<file path="src/rtl/core/gmci_pkg.sv">
// Shared types and constants of the gyro mounting-correction and integration block.
`default_nettype none

package gmci_pkg;

	localparam int COEF_WIDTH      = 16;
	localparam int RATE_IN_WIDTH   = 16;
	localparam int TRUE_RATE_WIDTH = 18;
	localparam int TIME_WIDTH      = 32;
	localparam int DT_WIDTH        = 16;
	localparam int NUM_COEFS       = 8;
	localparam int COEF_SEL_WIDTH  = 3;
	localparam int CFG_INDEX_WIDTH = 4;
	localparam int NUM_AXES        = 3;
	localparam int MUL_A_WIDTH     = TRUE_RATE_WIDTH;
	localparam int MUL_B_WIDTH     = DT_WIDTH + 1;
	localparam int PROD_WIDTH      = MUL_A_WIDTH + MUL_B_WIDTH;
	localparam int SUM_WIDTH       = PROD_WIDTH + 1;
	localparam int TRUE_RATE_MAX   = 2 ** (TRUE_RATE_WIDTH - 1) - 1;
	localparam int TRUE_RATE_MIN   = -(2 ** (TRUE_RATE_WIDTH - 1));

	localparam logic signed [COEF_WIDTH-1:0] COEF_RESET_ONE = 16'sd16384;

	typedef enum logic [COEF_SEL_WIDTH-1:0] {
		REG_CP_CY = 3'd0,
		REG_CR_SY = 3'd1,
		REG_SR_CY = 3'd2,
		REG_CP_SY = 3'd3,
		REG_CR_CY = 3'd4,
		REG_SR_SY = 3'd5,
		REG_SP_CY = 3'd6,
		REG_CR_CP = 3'd7
	} coef_sel_t;

	typedef enum logic [1:0] {
		TERM_X,
		TERM_Y,
		TERM_Z,
		TERM_DT
	} term_t;

	typedef struct packed {
		logic  capture;
		logic  mul_en;
		term_t mul_term;
		logic  sum_clr;
		logic  sum_en;
		logic  rate_en;
		logic  integ_en;
		logic  publish;
	} dp_cmd_t;

endpackage

`default_nettype wire

</file>
<file path="src/rtl/core/gyro_mount_correct_integrate.sv">
// Top level of the gyro mounting-correction and rate integration block.
`default_nettype none

// Each input transfer carries one timestamped three-axis gyro sample. The raw rates pass
// through the eight-coefficient mounting matrix written on the configuration port (reset
// gives the identity), the corrected rates are floored by COEF_FRAC_BITS and saturated to
// 18 bits, and each is multiplied by the tick count since the previous sample (wrapping,
// capped at 65535) and added into a saturating ANGLE_WIDTH-bit angle accumulator. A sample
// with start_of_record set, or the first one after reset, clears the accumulators, only
// sets the reference time and reports zero angles. After its input transfer a sample passes
// through the three matrix-term multiplies in the multiply lanes, the summing and
// saturation of the corrected rates, the multiply and the accumulate of the integration,
// and the loading of the output register, each lane owning one 18 by 17 bit multiplier.
// No new sample is taken while one is in flight. The output register holds a finished
// result while the next sample is being worked on; a new sample is taken once the previous
// one has reached that register.
// Coefficients should be written only while no sample is in flight.
module gyro_mount_correct_integrate #(
	parameter int COEF_FRAC_BITS = 14,
	parameter int ANGLE_WIDTH    = 48
) (
	input  wire logic                                         clk,
	input  wire logic                                         arst_n,
	input  wire logic                                         in_valid,
	output logic                                              in_stall,
	input  wire logic                                         start_of_record,
	input  wire logic [gmci_pkg::TIME_WIDTH-1:0]              sample_time,
	input  wire logic signed [gmci_pkg::RATE_IN_WIDTH-1:0]    rate_x,
	input  wire logic signed [gmci_pkg::RATE_IN_WIDTH-1:0]    rate_y,
	input  wire logic signed [gmci_pkg::RATE_IN_WIDTH-1:0]    rate_z,
	output logic                                              out_valid,
	input  wire logic                                         out_stall,
	output logic signed [gmci_pkg::TRUE_RATE_WIDTH-1:0]       true_rate_x,
	output logic signed [gmci_pkg::TRUE_RATE_WIDTH-1:0]       true_rate_y,
	output logic signed [gmci_pkg::TRUE_RATE_WIDTH-1:0]       true_rate_z,
	output logic signed [ANGLE_WIDTH-1:0]                     pitch_angle,
	output logic signed [ANGLE_WIDTH-1:0]                     roll_angle,
	output logic signed [ANGLE_WIDTH-1:0]                     yaw_angle,
	input  wire logic                                         cfg_we,
	input  wire logic [gmci_pkg::CFG_INDEX_WIDTH-1:0]         cfg_index,
	input  wire logic [gmci_pkg::COEF_WIDTH-1:0]              cfg_data
);
	import gmci_pkg::*;

	dp_cmd_t cmd;

	gmci_ctrl u_ctrl (
		.clk       (clk),
		.arst_n    (arst_n),
		.in_valid  (in_valid),
		.in_stall  (in_stall),
		.out_valid (out_valid),
		.out_stall (out_stall),
		.cmd       (cmd)
	);

	gmci_datapath #(
		.COEF_FRAC_BITS (COEF_FRAC_BITS),
		.ANGLE_WIDTH    (ANGLE_WIDTH)
	) u_datapath (
		.clk             (clk),
		.arst_n          (arst_n),
		.cmd             (cmd),
		.cfg_we          (cfg_we),
		.cfg_index       (cfg_index),
		.cfg_data        (cfg_data),
		.start_of_record (start_of_record),
		.sample_time     (sample_time),
		.rate_x          (rate_x),
		.rate_y          (rate_y),
		.rate_z          (rate_z),
		.true_rate_x     (true_rate_x),
		.true_rate_y     (true_rate_y),
		.true_rate_z     (true_rate_z),
		.pitch_angle     (pitch_angle),
		.roll_angle      (roll_angle),
		.yaw_angle       (yaw_angle)
	);

	// An input transfer always starts a busy period.
	a_busy_after_transfer: assert property (@(posedge clk) disable iff (!arst_n)
		in_valid && !in_stall |=> in_stall)
		else $error("input taken while a sample is in flight");

	a_cmd_exclusive: assert property (@(posedge clk) disable iff (!arst_n)
		$onehot0({cmd.capture, cmd.sum_clr, cmd.sum_en, cmd.rate_en, cmd.integ_en,
			cmd.publish}))
		else $error("datapath commands overlap");

	// A result is loaded only when the output register is empty or being emptied.
	a_publish_slot_free: assert property (@(posedge clk) disable iff (!arst_n)
		cmd.publish |-> !out_valid || !out_stall)
		else $error("result overwrites a pending output");

	a_publish_sets_valid: assert property (@(posedge clk) disable iff (!arst_n)
		cmd.publish |=> out_valid)
		else $error("loaded result not offered");

endmodule

`default_nettype wire

</file>
<file path="src/rtl/core/gmci_ctrl.sv">
// Sequencing state machine and output valid flag of the gyro integration block.
`default_nettype none

module gmci_ctrl (
	input  wire logic             clk,
	input  wire logic             arst_n,
	input  wire logic             in_valid,
	output logic                  in_stall,
	output logic                  out_valid,
	input  wire logic             out_stall,
	output gmci_pkg::dp_cmd_t     cmd
);
	import gmci_pkg::*;

	typedef enum logic [3:0] {
		S_IDLE,
		S_T0,
		S_T1,
		S_T2,
		S_SUM,
		S_RATE,
		S_DT,
		S_INTEG,
		S_PUB
	} state_t;

	state_t state_q;
	logic   out_valid_q;
	logic   slot_free;

	assign slot_free = !out_valid_q || !out_stall;
	assign in_stall  = (state_q != S_IDLE);
	assign out_valid = out_valid_q;

	always_comb begin
		cmd          = '0;
		cmd.mul_term = TERM_X;
		unique case (state_q)
			S_IDLE:  cmd.capture = in_valid;
			S_T0: begin
				cmd.mul_en   = 1'b1;
				cmd.mul_term = TERM_X;
			end
			S_T1: begin
				cmd.mul_en   = 1'b1;
				cmd.mul_term = TERM_Y;
				cmd.sum_clr  = 1'b1;
			end
			S_T2: begin
				cmd.mul_en   = 1'b1;
				cmd.mul_term = TERM_Z;
				cmd.sum_en   = 1'b1;
			end
			S_SUM:   cmd.sum_en = 1'b1;
			S_RATE:  cmd.rate_en = 1'b1;
			S_DT: begin
				cmd.mul_en   = 1'b1;
				cmd.mul_term = TERM_DT;
			end
			S_INTEG: cmd.integ_en = 1'b1;
			S_PUB:   cmd.publish = slot_free;
			default: cmd = '0;
		endcase
	end

	always_ff @(posedge clk or negedge arst_n) begin
		if (!arst_n) begin
			state_q     <= S_IDLE;
			out_valid_q <= 1'b0;
		end else begin
			unique case (state_q)
				S_IDLE:  if (in_valid) state_q <= S_T0;
				S_T0:    state_q <= S_T1;
				S_T1:    state_q <= S_T2;
				S_T2:    state_q <= S_SUM;
				S_SUM:   state_q <= S_RATE;
				S_RATE:  state_q <= S_DT;
				S_DT:    state_q <= S_INTEG;
				S_INTEG: state_q <= S_PUB;
				S_PUB:   if (slot_free) state_q <= S_IDLE;
				default: state_q <= S_IDLE;
			endcase
			if (state_q == S_PUB && slot_free) begin
				out_valid_q <= 1'b1;
			end else if (out_valid_q && !out_stall) begin
				out_valid_q <= 1'b0;
			end
		end
	end

endmodule

`default_nettype wire

</file>
<file path="src/rtl/core/gmci_datapath.sv">
// Coefficient registers, three multiply lanes, angle accumulators and output registers.
`default_nettype none

module gmci_datapath #(
	parameter int COEF_FRAC_BITS = 14,
	parameter int ANGLE_WIDTH    = 48
) (
	input  wire logic                                         clk,
	input  wire logic                                         arst_n,
	input  wire gmci_pkg::dp_cmd_t                            cmd,
	input  wire logic                                         cfg_we,
	input  wire logic [gmci_pkg::CFG_INDEX_WIDTH-1:0]         cfg_index,
	input  wire logic [gmci_pkg::COEF_WIDTH-1:0]              cfg_data,
	input  wire logic                                         start_of_record,
	input  wire logic [gmci_pkg::TIME_WIDTH-1:0]              sample_time,
	input  wire logic signed [gmci_pkg::RATE_IN_WIDTH-1:0]    rate_x,
	input  wire logic signed [gmci_pkg::RATE_IN_WIDTH-1:0]    rate_y,
	input  wire logic signed [gmci_pkg::RATE_IN_WIDTH-1:0]    rate_z,
	output logic signed [gmci_pkg::TRUE_RATE_WIDTH-1:0]       true_rate_x,
	output logic signed [gmci_pkg::TRUE_RATE_WIDTH-1:0]       true_rate_y,
	output logic signed [gmci_pkg::TRUE_RATE_WIDTH-1:0]       true_rate_z,
	output logic signed [ANGLE_WIDTH-1:0]                     pitch_angle,
	output logic signed [ANGLE_WIDTH-1:0]                     roll_angle,
	output logic signed [ANGLE_WIDTH-1:0]                     yaw_angle
);
	import gmci_pkg::*;

	logic signed [COEF_WIDTH-1:0]      coef_q [NUM_COEFS];
	logic [TIME_WIDTH-1:0]             prev_time_q;
	logic                              have_prev_q;
	logic                              first_q;
	logic [DT_WIDTH-1:0]               dt_q;
	logic signed [RATE_IN_WIDTH-1:0]   x_q, y_q, z_q;

	logic signed [PROD_WIDTH-1:0]      prod_s1   [NUM_AXES];
	logic [NUM_AXES-1:0]               neg_s1;
	logic signed [SUM_WIDTH-1:0]       sum_q     [NUM_AXES];
	logic signed [TRUE_RATE_WIDTH-1:0] rate_q    [NUM_AXES];
	logic signed [ANGLE_WIDTH-1:0]     angle_q   [NUM_AXES];
	logic signed [TRUE_RATE_WIDTH-1:0] out_rate_q  [NUM_AXES];
	logic signed [ANGLE_WIDTH-1:0]     out_angle_q [NUM_AXES];

	logic [TIME_WIDTH-1:0]             time_diff;
	logic [DT_WIDTH-1:0]               dt_sat;
	logic signed [MUL_A_WIDTH-1:0]     mul_a     [NUM_AXES];
	logic signed [MUL_B_WIDTH-1:0]     mul_b     [NUM_AXES];
	logic [NUM_AXES-1:0]               term_neg;
	logic signed [RATE_IN_WIDTH-1:0]   term_rate;
	logic signed [SUM_WIDTH-1:0]       prod_term [NUM_AXES];
	logic signed [SUM_WIDTH-1:0]       shifted   [NUM_AXES];
	logic signed [TRUE_RATE_WIDTH-1:0] rate_sat  [NUM_AXES];
	logic signed [ANGLE_WIDTH:0]       angle_sum [NUM_AXES];
	logic signed [ANGLE_WIDTH-1:0]     angle_new [NUM_AXES];

	assign time_diff = sample_time - prev_time_q;
	assign dt_sat    = (|time_diff[TIME_WIDTH-1:DT_WIDTH]) ? '1 : time_diff[DT_WIDTH-1:0];

	always_comb begin
		term_rate = x_q;
		term_neg  = '0;
		for (int k = 0; k < NUM_AXES; k++) begin
			mul_a[k] = '0;
			mul_b[k] = '0;
		end
		case (cmd.mul_term)
			TERM_X: begin
				term_rate = x_q;
				mul_b[0]  = MUL_B_WIDTH'(coef_q[REG_CP_CY]);
				mul_b[1]  = MUL_B_WIDTH'(coef_q[REG_CP_SY]);
				mul_b[2]  = MUL_B_WIDTH'(coef_q[REG_SP_CY]);
				term_neg  = 3'b100;
			end
			TERM_Y: begin
				term_rate = y_q;
				mul_b[0]  = MUL_B_WIDTH'(coef_q[REG_CR_SY]);
				mul_b[1]  = MUL_B_WIDTH'(coef_q[REG_CR_CY]);
				mul_b[2]  = MUL_B_WIDTH'(coef_q[REG_SR_SY]);
				term_neg  = 3'b001;
			end
			TERM_Z: begin
				term_rate = z_q;
				mul_b[0]  = MUL_B_WIDTH'(coef_q[REG_SR_CY]);
				mul_b[1]  = MUL_B_WIDTH'(coef_q[REG_SR_SY]);
				mul_b[2]  = MUL_B_WIDTH'(coef_q[REG_CR_CP]);
				term_neg  = 3'b010;
			end
			default: begin
				term_rate = x_q;
				term_neg  = '0;
			end
		endcase
		for (int k = 0; k < NUM_AXES; k++) begin
			if (cmd.mul_term == TERM_DT) begin
				mul_a[k] = rate_q[k];
				mul_b[k] = $signed({1'b0, dt_q});
			end else begin
				mul_a[k] = MUL_A_WIDTH'(term_rate);
			end
		end
	end

	always_comb begin
		for (int k = 0; k < NUM_AXES; k++) begin
			prod_term[k] = neg_s1[k] ? -SUM_WIDTH'(prod_s1[k]) : SUM_WIDTH'(prod_s1[k]);
			shifted[k]   = sum_q[k] >>> COEF_FRAC_BITS;
			if (shifted[k] > $signed(SUM_WIDTH'(TRUE_RATE_MAX))) begin
				rate_sat[k] = TRUE_RATE_WIDTH'(TRUE_RATE_MAX);
			end else if (shifted[k] < $signed(SUM_WIDTH'(TRUE_RATE_MIN))) begin
				rate_sat[k] = TRUE_RATE_WIDTH'(TRUE_RATE_MIN);
			end else begin
				rate_sat[k] = shifted[k][TRUE_RATE_WIDTH-1:0];
			end
			angle_sum[k] = (ANGLE_WIDTH + 1)'(angle_q[k]) + (ANGLE_WIDTH + 1)'(prod_s1[k]);
			if (angle_sum[k][ANGLE_WIDTH] != angle_sum[k][ANGLE_WIDTH-1]) begin
				angle_new[k] = angle_sum[k][ANGLE_WIDTH] ?
					{1'b1, {(ANGLE_WIDTH - 1){1'b0}}} : {1'b0, {(ANGLE_WIDTH - 1){1'b1}}};
			end else begin
				angle_new[k] = angle_sum[k][ANGLE_WIDTH-1:0];
			end
		end
	end

	always_ff @(posedge clk or negedge arst_n) begin
		if (!arst_n) begin
			for (int i = 0; i < NUM_COEFS; i++) begin
				if (i == int'(REG_CP_CY) || i == int'(REG_CR_CY) || i == int'(REG_CR_CP)) begin
					coef_q[i] <= COEF_RESET_ONE;
				end else begin
					coef_q[i] <= '0;
				end
			end
			prev_time_q       <= '0;
			have_prev_q       <= 1'b0;
			for (int k = 0; k < NUM_AXES; k++) begin
				angle_q[k] <= '0;
			end
		end else begin
			if (cfg_we && cfg_index < CFG_INDEX_WIDTH'(NUM_COEFS)) begin
				coef_q[cfg_index[COEF_SEL_WIDTH-1:0]] <= cfg_data;
			end
			if (cmd.capture) begin
				prev_time_q <= sample_time;
				have_prev_q <= 1'b1;
			end
			if (cmd.integ_en) begin
				for (int k = 0; k < NUM_AXES; k++) begin
					angle_q[k] <= first_q ? '0 : angle_new[k];
				end
			end
		end
	end

	always_ff @(posedge clk) begin
		if (cmd.capture) begin
			x_q     <= rate_x;
			y_q     <= rate_y;
			z_q     <= rate_z;
			first_q <= start_of_record || !have_prev_q;
			dt_q    <= dt_sat;
		end
		for (int k = 0; k < NUM_AXES; k++) begin
			if (cmd.mul_en) begin
				prod_s1[k] <= mul_a[k] * mul_b[k];
				neg_s1[k]  <= term_neg[k];
			end
			if (cmd.sum_clr) begin
				sum_q[k] <= prod_term[k];
			end else if (cmd.sum_en) begin
				sum_q[k] <= sum_q[k] + prod_term[k];
			end
			if (cmd.rate_en) begin
				rate_q[k] <= rate_sat[k];
			end
			if (cmd.publish) begin
				out_rate_q[k]  <= rate_q[k];
				out_angle_q[k] <= angle_q[k];
			end
		end
	end

	assign true_rate_x = out_rate_q[0];
	assign true_rate_y = out_rate_q[1];
	assign true_rate_z = out_rate_q[2];
	assign pitch_angle = out_angle_q[0];
	assign roll_angle  = out_angle_q[1];
	assign yaw_angle   = out_angle_q[2];

endmodule

`default_nettype wire
</file>
<file path="config.mk">
export PLATFORM = sky130hd
export DESIGN_NAME = gyro_mount_correct_integrate
export DESIGN_NICKNAME = d
export VERILOG_FILES = /design/src/rtl/core/gmci_pkg.sv /design/src/rtl/core/gyro_mount_correct_integrate.sv /design/src/rtl/core/gmci_ctrl.sv /design/src/rtl/core/gmci_datapath.sv
export SDC_FILE = /design/constraint.sdc
export NUM_CORES = 2
export LEC_CHECK = 0
export ABC_CLOCK_PERIOD_IN_PS = 10600
export BUFFER_PORTS_ARGS = -buffer_cell sky130_fd_sc_hd__buf_2
export CAP_MARGIN = 20
export CORE_UTILIZATION = 55
export CTS_CLUSTER_DIAMETER = 50
export DETAILED_ROUTE_END_ITERATION = 12
export HOLD_SLACK_MARGIN = 0.08
export PLACE_DENSITY = 0.75
export SETUP_SLACK_MARGIN = 0.1
export SLEW_MARGIN = 10
export SYNTH_ARGS = -nofsm -noshare
export SYNTH_HDL_FRONTEND = slang
export SYNTH_SLANG_ARGS = --single-unit
</file>
<file path="constraint.sdc">
create_clock -name clk -period 10.6 [get_ports clk]
set_input_delay 0.53 -clock clk [delete_from_list [all_inputs] [get_ports clk]]
set_output_delay 0.53 -clock clk [all_outputs]
set_load 0.01 [all_outputs]
</file>
==> results.yml <==
sta:
  min_period_over_period: 0.909
  max_freq_mhz: 104
  worst_pin_slew_ns: 1.27
  tns_ns: 0
  rsz0062_at_grt: "no"
  min_period_ns: 9.64
  setup_viol: 0
  slew-limit-headroom: 0.151
  finClkSkew_ns: 0.0802
  worst_hold_slack_ns: 0.129
  finalHoldViolations: 0
  finalMaxSlewViolations: 0
synthesis:
  syn_inst: 8364
  ys_ff_latch: 843
  ys_async_sr_fraction: 0.368
  yosysTopAreaCellShare: 0.231
  ys_top_cells_by_area: "fa_1 (23%), edfxtp_1 (20%), dfrtp_1 (9.4%)"
  ys.flop_type: "edfxtp_1"
  yosys.area.top_type: "fa_1"
  ys_warn_count: 0
  synth_edf_count: 533
  synth_cell_type_count: 93
  syn_avg_cell_area_um2: 9.77
  ys_seq_area_frac: 0.291
  netlist_area_mm2: 0.0817
  synthesis.nets: 9958
routing:
  vias: 64293
  wl_met3_mm: 24.6
  detail_route.first_pass.iterations: 8
  via_per_inst: 6.00
  drc: 0
  met1_length_mm: 101
  routedWlPerCell_um: 22.3
  ant_nets: 0
  wl_met2_mm: 105
  maxUsedRoutingLayer: "met5"
  detail_route.iter0.violations: 5967
  wirelength_mm: 239
global_route:
  overflow: 0
  grt_max_degree: 130
  grtUsageTotal: 0.321
  antenna_found_initial: 21
  grt_pass1_vias: 64923
  grt_pass1_wl_mm: 376
setup_path:
  max_stage_delay_ns: 0.79
  critical_path_arrival_ns: 10.11
  crit_type: "reg -> reg"
  critPathMostFrequentCell: "fa_1"
  r2r_cells: 32
  r2r-start: "u_ctrl.state_q[3]"
  crit_fanout: 24
  crit_required_ns: 11.07
  end_kind: "flip-flop"
  r2r_slack_ns: 0.96
  r2r_end: "u_datapath.prod_s1[0][104]"
  critPathSlowestCell: "a21oi_1"
  startpoint_type: "flip-flop"
floorplan:
  dieArea_mm2: 0.150
  io_pins: 306
  fp.dieH_um: 387
  die_w_um: 387
  coreArea_mm2: 0.148
  rows: 141
  start_util: 0.553
cts:
  cts_resized: 0
  cts_tree: "done"
  clockRootBuffer: "clkbuf_16"
  cts_max_level: 3
  clkTransAtPathRegs_ns: 0.06
  clock_path_buffers: 3
  clkLatencyLatePin_ns: 0.78
  numCtsBuffers: 107
  cts.sinks: 843
layout:
  nFillCells: 12186
  layout_commonest_cell: "inv_1"
  drive_above_1_share: 0.0934
  fin_nets: 10272
  layout_common_cells: "inv_1 (1073), fa_1 (941), nor2_1 (921)"
  area_growth_pct: 10.3
placement:
  portBuffers: 305
  place.gp.congestion: 1.00
  dp_hpwl_mm: 187
hold_path:
  min-delay-start: "start_of_record"
  hp-class: "in -> reg"
  timing.hold.worst_path_depth: 2
  worstHoldEndpoint: "u_datapath.first_q"
run_status:
  status: "completed"
job:
  cap_viol_max_count: 0
[area by class of cell]
class / instances / area (um2) / area share
diodes: 9 / 22.5 / 0.000250
clock buffers: 125 / 2770 / 0.0307
clock inverters: 78 / 901 / 0.0100
inverters: 1074 / 4030 / 0.0448
multi-input cells: 6147 / 52900 / 0.587
flip-flops and latches: 843 / 23800 / 0.264
well taps: 1930 / 2410 / 0.0268
repair buffers: 505 / 3320 / 0.0369
[synth_stat cells, drive strengths merged (58+ instances only)]
library cell	instances
inv	1073
fa	941
nor2	922
nand2	745
ha	547
edfxtp	533
a21oi	532
o21ai	376
dfrtp	307
xnor2	305
a21o	280
clkbuf	254
xor2	138
mux2	130
nand2b	109
o21a	96
nor2b	89
nand3	69
nor3	66
a31oi	64
nand4	58
[per-layer routing]
| metal | vias to the layer above | track usage |
|---|---|---|
| li1 | 28865 | - |
| met1 | 31959 | 0.452 |
| met2 | 2994 | 0.490 |
| met3 | 457 | 0.0768 |
| met4 | 18 | 0.106 |
| met5 | - | 0 |
[sequential cells by signal, indices dropped and copies added, names as in the netlist, 3 cells and up]
name                    flops
u_ctrl.state_q              4
u_datapath.out_angle_q    144
u_datapath.coef_q         128
u_datapath.sum_q          108
u_datapath.z_q             16
u_datapath.rate_q          54
u_datapath.x_q             16
u_datapath.prev_time_q     32
u_datapath.dt_q            16
u_datapath.y_q             16
u_datapath.neg_s1           3
u_datapath.out_rate_q      54
u_datapath.angle_q        144
u_datapath.prod_s1        105
[worst max-delay path, delay by kind of cell, from the launching register on]
family / cells / cell delay [ns]
fa+ha+maj: 8 / 3.64
simple gates: 5 / 1.13
xor+xnor: 1 / 0.09
buf+inv: 6 / 0.62
flops: 1 / 0.56
compound gates: 12 / 3.35
[worst max path at each step]
| stage | from | end | slack, ns | cells after the start |
|---|---|---|---|---|
| 5_1_grt | u_ctrl.state_q[3] | u_datapath.prod_s1[0][104] | 0.37 | 32 |
| 6_report | u_ctrl.state_q[3] | u_datapath.prod_s1[0][104] | 0.96 | 32 |
| 4_1_cts | u_ctrl.state_q[3] | u_datapath.prod_s1[0][104] | 0.98 | 32 |
| 2_1_floorplan | u_ctrl.state_q[0] | u_datapath.neg_s1[0] | 1.20 | 3 |
| 3_3_place_gp | u_ctrl.state_q[3] | u_datapath.prod_s1[0][104] | 1.15 | 30 |
| 3_5_place_dp | u_ctrl.state_q[3] | u_datapath.prod_s1[0][104] | 1.04 | 32 |
[cells by family after synthesis]
kind of cell	synth area share
muxes	0.0187
and+or+nand+nor	0.123
buffers and inverters	0.0637
DFF	0.291
adders and majority gates	0.315
AOI/OAI and AO/OA	0.142
xor gates and xnor gates	0.0477
[through the flow]
| stage | area, um2 | util | worst slack [ns] | std cells |
|---|---|---|---|---|
| floorplan | 81700 | - | 1.20 | 8364 |
| detailed placement | 85500 | 0.579 | 1.04 | 10412 |
| global route | 90100 | 0.610 | 0.366 | 10706 |
| finish | 90100 | 0.610 | 0.960 | 10711 |
| global placement | 85500 | 0.579 | 1.15 | 10410 |
| CTS | 90000 | 0.610 | 0.981 | 10697 |
[repair_timing]
| action | in CTS | in global routing |
|---|---|---|
| hold buffers | 82 | 0 |
| buffers inserted | 0 | 0 |
| endpoints found under the hold margin | 201 | 0 |
Power is left out: the tool's default activity adds up to more than one toggle a clock period on the data nets, which glitch-free logic cannot reach.
